[src/hw/rtl/mkpd_pkg.sv]
// Shared constants for the matrix keypad scanner with counter debounce:
// key bit positions, field widths, register indexes and reset values.
// No dependencies.
`default_nettype none

package mkpd_pkg;

    // Field widths
    localparam int unsigned COL_W    = 4;
    localparam int unsigned ROW_W    = 4;
    localparam int unsigned ROW_IDX_W = 2;
    localparam int unsigned KEY_W    = 8;
    localparam int unsigned MAT_W    = 6;
    localparam int unsigned SETTLE_W = 10;
    localparam int unsigned THR_W    = 4;
    localparam int unsigned CFG_IDX_W = 2;
    localparam int unsigned CFG_DATA_W = 10;
    localparam int unsigned IN_TDATA_W = 8;
    localparam int unsigned OUT_TDATA_W = 16;

    // Debounced key bit positions
    localparam int unsigned KEY_UP    = 0;
    localparam int unsigned KEY_DOWN  = 1;
    localparam int unsigned KEY_LEFT  = 2;
    localparam int unsigned KEY_RIGHT = 3;
    localparam int unsigned KEY_OK    = 4;
    localparam int unsigned KEY_BACK  = 5;
    localparam int unsigned KEY_ENC   = 6;
    localparam int unsigned KEY_ID    = 7;

    // Row codes
    localparam logic [ROW_IDX_W-1:0] ROW_0 = 2'd0;
    localparam logic [ROW_IDX_W-1:0] ROW_1 = 2'd1;
    localparam logic [ROW_IDX_W-1:0] ROW_2 = 2'd2;
    localparam logic [ROW_IDX_W-1:0] ROW_3 = 2'd3;

    // Configuration register indexes
    localparam logic [CFG_IDX_W-1:0] CFG_SETTLE_TICKS = 2'd0;
    localparam logic [CFG_IDX_W-1:0] CFG_STABLE_THR   = 2'd1;

    // Register reset values
    localparam logic [SETTLE_W-1:0] SETTLE_RST = 10'd200;
    localparam logic [THR_W-1:0]    THR_RST    = 4'd3;

    typedef logic [THR_W-1:0] t_stable_cnt;

endpackage

`default_nettype wire

[src/hw/rtl/matrix_keypad_scan_debounce.sv]
// A result item is registered in the output register when its input item is accepted.
// Throughput: one item per cycle unless the sink stalls; the output register lets the next item in
// while the current result is being taken.
// Reset: synchronous active-low i_rst_n clears scan position, settle counter,
// matrix and debounce state, and loads settle_ticks=200, stable_threshold=3.
// Top level of the keypad scanner: row drive, column sampling and debounce.
// Depends on mkpd_pkg.
`default_nettype none

module matrix_keypad_scan_debounce (
    input  wire logic i_clk,
    input  wire logic i_rst_n,

    // Tick input: [3:0] column_levels, [4] encoder_switch_level, [5] id_level
    input  wire logic                                 s_axis_tvalid,
    output logic                                      s_axis_tready,
    input  wire logic [mkpd_pkg::IN_TDATA_W-1:0]      s_axis_tdata,

    // Result: [3:0] row_drive, [11:4] debounced_keys; tlast is scan_done
    output logic                                      m_axis_tvalid,
    input  wire logic                                 m_axis_tready,
    output logic [mkpd_pkg::OUT_TDATA_W-1:0]          m_axis_tdata,
    output logic                                      m_axis_tlast,

    // Configuration write channel
    input  wire logic                                 i_cfg_valid,
    output logic                                      o_cfg_ready,
    input  wire logic [mkpd_pkg::CFG_IDX_W-1:0]       i_cfg_index,
    input  wire logic [mkpd_pkg::CFG_DATA_W-1:0]      i_cfg_data
);

    // Configuration registers
    logic [mkpd_pkg::SETTLE_W-1:0] r_settle_ticks;
    logic [mkpd_pkg::THR_W-1:0]    r_stable_thr;

    // Scan and debounce state
    logic [mkpd_pkg::ROW_IDX_W-1:0] r_row_idx,      n_row_idx;
    logic [mkpd_pkg::SETTLE_W-1:0]  r_settle_cnt,   n_settle_cnt;
    logic [mkpd_pkg::MAT_W-1:0]     r_matrix,       n_matrix;
    logic [mkpd_pkg::KEY_W-1:0]     r_last_raw,     n_last_raw;
    logic [mkpd_pkg::KEY_W-1:0]     r_debounced,    n_debounced;
    mkpd_pkg::t_stable_cnt          r_stable_cnt [mkpd_pkg::KEY_W];
    mkpd_pkg::t_stable_cnt          n_stable_cnt [mkpd_pkg::KEY_W];

    // Output register
    logic                            r_out_valid;
    logic [mkpd_pkg::ROW_W-1:0]      r_out_row;
    logic [mkpd_pkg::KEY_W-1:0]      r_out_keys;
    logic                            r_out_done;

    logic                            in_accept;
    logic [mkpd_pkg::COL_W-1:0]      pressed;
    logic                            enc_level;
    logic                            id_level;
    logic [mkpd_pkg::KEY_W-1:0]      raw;
    logic [mkpd_pkg::ROW_W-1:0]      row_drive;
    logic                            scan_done;

    assign o_cfg_ready   = 1'b1;
    assign s_axis_tready = !r_out_valid || m_axis_tready;
    assign in_accept     = s_axis_tvalid && s_axis_tready;

    assign pressed   = ~s_axis_tdata[mkpd_pkg::COL_W-1:0];
    assign enc_level = s_axis_tdata[mkpd_pkg::COL_W];
    assign id_level  = s_axis_tdata[mkpd_pkg::COL_W+1];
    assign row_drive = ~(mkpd_pkg::ROW_W'(1) << r_row_idx);

    // Compute next scan state and debounce for one tick
    always_comb begin
        n_row_idx    = r_row_idx;
        n_settle_cnt = r_settle_cnt;
        n_matrix     = r_matrix;
        n_last_raw   = r_last_raw;
        n_debounced  = r_debounced;
        n_stable_cnt = r_stable_cnt;
        scan_done    = 1'b0;
        raw          = '0;

        if (r_settle_cnt < r_settle_ticks) begin
            n_settle_cnt = r_settle_cnt + 1'b1;
        end else begin
            n_settle_cnt = '0;
            n_row_idx    = r_row_idx + 1'b1;
            unique case (r_row_idx)
                mkpd_pkg::ROW_0: begin
                    n_matrix = '0;
                    n_matrix[mkpd_pkg::KEY_UP]   = pressed[0];
                    n_matrix[mkpd_pkg::KEY_LEFT] = pressed[3];
                end
                mkpd_pkg::ROW_1: begin
                    n_matrix[mkpd_pkg::KEY_OK] = r_matrix[mkpd_pkg::KEY_OK] | pressed[1];
                end
                mkpd_pkg::ROW_2: begin
                    n_matrix[mkpd_pkg::KEY_BACK] = r_matrix[mkpd_pkg::KEY_BACK] | pressed[2];
                end
                default: begin
                    n_matrix[mkpd_pkg::KEY_DOWN] =
                        r_matrix[mkpd_pkg::KEY_DOWN] | pressed[0];
                    n_matrix[mkpd_pkg::KEY_RIGHT] =
                        r_matrix[mkpd_pkg::KEY_RIGHT] | pressed[3];
                    raw[mkpd_pkg::MAT_W-1:0] = n_matrix;
                    raw[mkpd_pkg::KEY_ENC]   = !enc_level;
                    raw[mkpd_pkg::KEY_ID]    = !id_level;
                    scan_done = 1'b1;
                    // Per-key counter debounce, lanes are independent
                    for (int i = 0; i < mkpd_pkg::KEY_W; i++) begin
                        if (raw[i] == r_last_raw[i]) begin
                            if (r_stable_cnt[i] < r_stable_thr) begin
                                n_stable_cnt[i] = r_stable_cnt[i] + 1'b1;
                            end
                        end else begin
                            n_stable_cnt[i] = '0;
                        end
                        if (n_stable_cnt[i] >= r_stable_thr) begin
                            n_debounced[i] = raw[i];
                        end
                    end
                    n_last_raw = raw;
                end
            endcase
        end
    end

    // Configuration writes; unknown indexes are dropped
    always_ff @(posedge i_clk) begin
        if (!i_rst_n) begin
            r_settle_ticks <= mkpd_pkg::SETTLE_RST;
            r_stable_thr   <= mkpd_pkg::THR_RST;
        end else if (i_cfg_valid && o_cfg_ready) begin
            if (i_cfg_index == mkpd_pkg::CFG_SETTLE_TICKS) begin
                r_settle_ticks <= i_cfg_data;
            end else if (i_cfg_index == mkpd_pkg::CFG_STABLE_THR) begin
                r_stable_thr <= i_cfg_data[mkpd_pkg::THR_W-1:0];
            end
        end
    end

    // Advance scan state on each accepted item
    always_ff @(posedge i_clk) begin
        if (!i_rst_n) begin
            r_row_idx    <= '0;
            r_settle_cnt <= '0;
            r_matrix     <= '0;
            r_last_raw   <= '0;
            r_debounced  <= '0;
            for (int i = 0; i < mkpd_pkg::KEY_W; i++) begin
                r_stable_cnt[i] <= '0;
            end
        end else if (in_accept) begin
            r_row_idx    <= n_row_idx;
            r_settle_cnt <= n_settle_cnt;
            r_matrix     <= n_matrix;
            r_last_raw   <= n_last_raw;
            r_debounced  <= n_debounced;
            r_stable_cnt <= n_stable_cnt;
        end
    end

    // Hold the result item until the sink takes it
    always_ff @(posedge i_clk) begin
        if (!i_rst_n) begin
            r_out_valid <= 1'b0;
        end else if (in_accept) begin
            r_out_valid <= 1'b1;
        end else if (m_axis_tready) begin
            r_out_valid <= 1'b0;
        end
    end

    always_ff @(posedge i_clk) begin
        if (in_accept) begin
            r_out_row  <= row_drive;
            r_out_keys <= n_debounced;
            r_out_done <= scan_done;
        end
    end

    assign m_axis_tvalid = r_out_valid;
    assign m_axis_tdata  = {
        {(mkpd_pkg::OUT_TDATA_W - mkpd_pkg::KEY_W - mkpd_pkg::ROW_W){1'b0}},
        r_out_keys, r_out_row
    };
    assign m_axis_tlast  = r_out_done;

endmodule

`default_nettype wire
[config.mk]
export PLATFORM = sky130hd
export DESIGN_NAME = matrix_keypad_scan_debounce
export DESIGN_NICKNAME = d
export VERILOG_FILES = /design/src/hw/rtl/mkpd_pkg.sv /design/src/hw/rtl/matrix_keypad_scan_debounce.sv
export SDC_FILE = /design/constraint.sdc
export NUM_CORES = 1
export LEC_CHECK = 0
export ABC_AREA = 1
export BUFFER_PORTS_ARGS = -buffer_cell sky130_fd_sc_hd__buf_2
export CORE_MARGIN = 4
export CORE_UTILIZATION = 30
export CTS_CLUSTER_SIZE = 20
export DETAILED_ROUTE_END_ITERATION = 16
export HOLD_SLACK_MARGIN = 0.1
export PLACE_DENSITY = 0.48
export SLEW_MARGIN = 20
export SYNTH_ARGS = -nofsm -noshare
export SYNTH_HDL_FRONTEND = slang
export SYNTH_SLANG_ARGS = --single-unit
export TNS_END_PERCENT = 100
[constraint.sdc]
create_clock -name i_clk -period 2.83 [get_ports i_clk]
set_clock_uncertainty 0.1 [all_clocks]
set_input_delay 0.283 -clock i_clk [delete_from_list [all_inputs] [get_ports i_clk]]
set_output_delay 0.283 -clock i_clk [all_outputs]
set_load 0.01 [all_outputs]
==> results of run 1 <==
flip-flops by register name, summed over array words and instances, names as in the netlist:
name	flops
r_debounced	8
r_settle_ticks	10
r_matrix	6
m_axis_tlast	1
r_stable_thr	4
r_stable_cnt	32
r_out_keys	8
r_settle_cnt	10
r_out_row	4
m_axis_tvalid	1
r_row_idx	2
r_last_raw	8
path summary, 6_finish.rpt:
check | from | endpoint | slack [ns] | cells after the start
max reg2reg | r_stable_thr[3] | r_out_keys[2] | 0.17 | 17
min | i_cfg_data[8] | r_settle_ticks[8] | 0.11 | 3
min reg2reg | r_settle_ticks[9] | r_settle_ticks[9] | 0.36 | 2
max | r_stable_thr[3] | r_out_keys[2] | 0.17 | 17
per-layer routing:
layer / part of all wire / GRT usage / vias up
met4: 0.016 / 0.0349 / 2
met2: 0.48 / 0.215 / 54
met1: 0.48 / 0.154 / 2558
met5: 0.0013 / 0 / -
li1: - / - / 3160
met3: 0.024 / 0.0241 / 22
critical path, stage by stage (launching register included):
cell and delay (ns):
dfxtp_2 0.32, inv_2 0.04, buf_12 0.14, ha_1 0.32
nand2_1 0.07, o21bai_1 0.13, buf_4 0.17, nand3_1 0.08
a21oi_2 0.17, ha_1 0.26, a21oi_1 0.16, nand3_1 0.10
nand2_1 0.06, inv_1 0.06, nand2_1 0.06, nand2_1 0.05
nand2_2 0.07, inv_1 0.04
timing repair:
item	in CTS	in global routing
setup endpoints to repair	3	16
cloned	0	1
resized for setup	8	123
hold buffers	5	0
endpoints found under the hold margin	6	0
pin swaps	2	69
buffers inserted	1	17
cell type report:
cell class	instances	area, um^2
fillers	2249	12800
repair buffers	110	830
clock inverters	5	36.3
inverters	170	641
well taps	275	344
clock buffers	11	264
multi-input cells	666	4140
flip-flops and latches	94	2020
Yosys cell counts:
library cell  number
nand2_1          233
inv_1            167
nor2_1           126
dfxtp_1           81
ha_1              79
nand3_1           65
a21oi_1           63
o21ai_0           34
xor2_1            23
edfxtp_1          13
clkbuf_1          11
buf_2             10
buf_4              5
nand2_2            5
o211ai_1           5
o21bai_1           4
xnor2_1            4
inv_2              3
nand3_2            3
nor3_1             3
a21boi_0           2
conb_1             2
nand4_1            2
nor3_2             2
or2_2              2
a21o_1             1
a21oi_4            1
a31o_2             1
buf_1              1
nor2_2             1
nor3b_2            1
o21ai_1            1
where the power goes:
part           switching [mW]  internal (mW)
clock network           0.561          0.680
registers              0.0140           1.39
logic                   0.197          0.134
total                   0.773           2.20
metrics by stage:
stage	setup WS, ns	power (mW)
finish	0.173	2.97
global route	-0.0360	3.12
CTS	0.00328	2.99
detailed placement	-0.0529	1.72
global placement	-0.0228	1.72
floorplan	0.114	1.61
cell usage in the layout (no fill, tap or decap), types with 2 or more instances in the layout:
cell type,instances
o21ai_1,5
o211ai_1,5
buf_12,5
or2_2,2
ha_1,65
clkbuf_16,11
inv_4,2
nand3_2,11
xor2_1,23
nor2_4,2
a21oi_1,36
o21ai_0,24
nand2_4,7
nor2_2,7
buf_4,61
dfxtp_1,78
buf_2,37
nand2_1,208
conb_1,5
nor3_2,2
a21oi_4,3
edfxtp_1,13
inv_1,152
inv_6,2
ha_4,14
nor3_1,3
dfxtp_2,3
a21oi_2,25
nand4_1,2
o21bai_1,4
inv_2,17
o21ai_2,6
nand2_2,23
nor2_1,118
dlygate4sd3_1,5
nand3_1,57
xnor2_1,4
kinds of logic after synthesis:
family	share of synthesized area
buffers and inverters	0.120
adder cells (fa/ha/maj)	0.154
flip-flops	0.313
AND/OR/NAND/NOR	0.282
XOR/XNOR	0.0368
AO/OA/AOI/OAI	0.0941
other	0.00117
==> impl_metrics.csv, run 1 <==
group,metric,value,unit
layout,drive_gt1_frac,0.233,
power,p_leak,4.24,nW
synth,ys_ff_latch,94,
place,placed_cells,1292,
run_status,status,"finished, final reports clean",
layout,final_cells,1331,
die,io_pins,45,
clocking,clock_latency,0.35,ns
timing,hold_viol,0,
timing,layout_min_cycle_time,2.66,ns
layout,fin_util,0.392,
power,peakVddDrop,262,uV
global_route,grt_usage,0.123,
timing,maxClockFrequency,376,MHz
synth,netlist.area_leader.share,0.252,
power,powerDensity,359,mW/mm^2
place,placed_cell_area,0.00729,mm^2
worst_setup_path,cp-start-kind,"flop",
clocking,numCtsBuffers,9,
global_route,grt_max_degree,81,
clocking,cts-root-buf,"clkbuf_16",
clocking,cts_tree,"done",
drt,avgViaCountPerCell,4.35,
clocking,cts_buffer_depth,2,
clocking,htree_levels,3,
global_route,grt_first_pass_wirelength,24500,um
timing,finalSetupViolCount,0,
synth,synth_seq_area_share,0.313,
drt,drcViolationCount,0,
timing,tns,0,ns
drt,vias,5796,
timing,worst_pin_slew,0.571,ns
layout,area_growth,28.6,%
flow_run,drv_cap,0,
drt,drtIter0Drc,208,
layout,diodes,0,
die,die_h,154,um
place,io_buffers,37,
die,rows,53,
timing,relSlewSlack,0.619,
die,dieArea,0.0239,mm^2
synth,syn-cell-area,0.00643,mm^2
die,die_w,154,um
layout,final_cell_area,0.00827,mm^2
synth,yosysUniqueCellTypes,32,
place,hpwl,10300,um
worst_setup_path,worstPathMaxFanout,8,
timing,final_max_slew_viol_count,0,
global_route,grt_remaining_overflow,0,
worst_setup_path,required,2.84,ns
drt,drt_first_pass_iters,4,
place,place_congestion,0.770,
worst_setup_path,crit_path_end_kind,"flop",
drt,post_drt_wl_per_cell,11.3,um
synth,ys_warn_count,0,
synth,syn_inst,954,
global_route,grt_pass1_vias,5360,
worst_setup_path,cp_data_arrival_time,2.67,ns
timing,timing.final.crit_share,0.939,
worst_hold_path,hp-class,"primary input to flop",
layout,nNetsFinal,1155,
synth,yosysTopAreaCell,"dfxtp_1",
drt,routed_wl,15100,um
timing,rsz0062_at_grt,"yes",
global_route,antenna_found_initial,1,
clocking,cts.sinks,94,
synth,ys_top_cells_by_area,"dfxtp_1 (25%), ha_1 (15%), nand2_1 (14%)",
die,core_region_area,0.0211,mm^2
timing,whs,0.114,ns
worst_setup_path,worstSetupPathType,"flop to flop",
die,start_util,0.305,
drt,ant_nets,0,
clocking,path_clk_slew,0.07,ns
synth,synth.avg_cell_area,6.74,um^2
Note: power is estimated with default switching activity, not from simulation.
==> run 2: changes to the inputs <==
CTS_BUF_LIST = sky130_fd_sc_hd__clkbuf_4   (was default)
==> impl_metrics.csv, run 2 (synthesis results as in run 1) <==
group,metric,value,unit
power,powerDensity,302,mW/mm^2
power,p_total,2.54,mW
global_route,grt_max_degree,81,
drt,avgViaCountPerCell,4.36,
drt,ant_nets,0,
timing,final_max_slew_viol_count,0,
clocking,cts.sinks,94,
run_status,status,"finished, final reports clean",
timing,layout_min_cycle_time,2.69,ns
place,hpwl,10300,um
drt,routed_wl,15500,um
drt,drcViolationCount,0,
die,die_h,154,um
die,dieArea,0.0239,mm^2
worst_setup_path,worstSetupPathType,"flop to flop",
timing,whs,0.164,ns
layout,fillers,2266,
timing,maxClockFrequency,372,MHz
timing,finalSetupViolCount,0,
drt,vias,5903,
global_route,grt_usage,0.126,
place,place_congestion,0.770,
clocking,clock_latency,0.47,ns
die,core_region_area,0.0211,mm^2
timing,timing.final.crit_share,0.950,
layout,area_growth,30.6,%
die,die_w,154,um
clocking,cts_buffer_depth,2,
worst_setup_path,cp-start-kind,"flop",
clocking,cts_tree,"done",
clocking,path_clk_slew,0.15,ns
global_route,grt_first_pass_wirelength,25100,um
power,p_leak,4.26,nW
timing,rsz0062_at_grt,"yes",
worst_setup_path,crit_path_end_kind,"flop",
drt,drt_first_pass_iters,4,
layout,drive_gt1_frac,0.238,
layout,diodes,0,
clocking,numCtsBuffers,9,
global_route,grt_pass1_vias,5508,
layout,nNetsFinal,1178,
timing,relSlewSlack,0.615,
timing,hold_viol,0,
die,rows,53,
global_route,antenna_found_initial,0,
layout,largest_register_ffs,32,
power,peakVddDrop,228,uV
timing,worst_pin_slew,0.577,ns
drt,drtIter0Drc,188,
layout,final_common_cell,"nand2_1",
place,io_buffers,37,
clocking,cts-root-buf,"clkbuf_4",
die,io_pins,45,
worst_setup_path,cp_data_arrival_time,2.83,ns
worst_setup_path,required,2.98,ns
clocking,htree_levels,3,
drt,post_drt_wl_per_cell,11.4,um
layout,reg_top3,"r_stable_cnt x32, r_settle_cnt x10, r_settle_ticks x10",
global_route,grt_remaining_overflow,0,
flow_run,drv_cap,0,
worst_hold_path,hp-class,"primary input to flop",
layout,largest-register,"r_stable_cnt",
worst_setup_path,worstPathMaxFanout,8,
die,start_util,0.305,
layout,mostFrequentLayoutCells,"nand2_1 (205), inv_1 (151), nor2_1 (118)",
-- run 2: through the flow --
stage	util	area (um^2)	std cells	TNS, ns	worst slack, ns
6_report	0.398	8400	1354	0	0.141
3_3_place_gp	0.346	7290	1292	-0.0228	-0.0228
4_1_cts	0.367	7730	1336	0	0.00401
3_5_place_dp	0.346	7290	1292	-0.107	-0.0529
2_1_floorplan	-	6440	957	0	0.114
5_1_grt	0.398	8400	1354	-0.112	-0.0580
-- run 2: final timing paths --
| kind | from | to | slack (ns) | cells past startpoint |
|---|---|---|---|---|
| hold / removal | i_cfg_valid | r_stable_thr[3] | 0.16 | 5 |
| setup reg to reg | r_stable_thr[3] | r_out_keys[6] | 0.14 | 20 |
| setup / recovery | r_stable_thr[3] | r_out_keys[6] | 0.14 | 20 |
| hold reg to reg | r_settle_ticks[1] | r_settle_ticks[1] | 0.37 | 2 |
-- run 2: repair_timing --
action,CTS,global route
gates resized for setup,10,135
cloned,0,1
buffers inserted,1,18
hold buffers,27,0
endpoints found under the setup margin,3,16
pin swaps,2,73
endpoints found under the hold margin,28,0
-- run 2: power breakdown --
group / switching (mW) / internal, mW / total [mW] / leakage [nW]
clock: 0.502 / 0.272 / 0.774 / 0.0747
combinational: 0.206 / 0.156 / 0.362 / 3.40
sequential: 0.0146 / 1.39 / 1.40 / 0.778
-- run 2: critical path, stage by stage, from the launching register on --
cell and delay [ns]:
dfxtp_2 0.37, inv_4 0.04, buf_12 0.14, ha_4 0.28, nand2_2 0.04, o21bai_1 0.14, buf_4 0.15, nand2_4 0.08
nand2_2 0.06, a21oi_2 0.17, ha_1 0.28, nand2_1 0.09, inv_2 0.05, nand2_2 0.05, nand3_2 0.08, nand2_1 0.06
inv_1 0.05, nand2_1 0.06, nand2_1 0.04, nand2_1 0.08, inv_1 0.04
-- run 2: layout make-up --
cell class / instances / area (um^2) / share of cell area
Clock inverter: 7 / 70.1 / 0.00834
Multi-Input combinational cell: 666 / 4200 / 0.500
Sequential cell: 94 / 2020 / 0.240
Timing Repair Buffer: 133 / 1060 / 0.126
Inverter: 170 / 643 / 0.0766
Tap cell: 275 / 344 / 0.0410
Clock buffer: 9 / 67.6 / 0.00804
-- run 2: metal layers --
metal / track usage / vias up / routed length (um)
met5: 0 / - / 0
li1: - / 3206 / -
met1: 0.156 / 2644 / 7390
met3: 0.0274 / 10 / 322
met2: 0.223 / 43 / 7600
met4: 0.0286 / 0 / 176
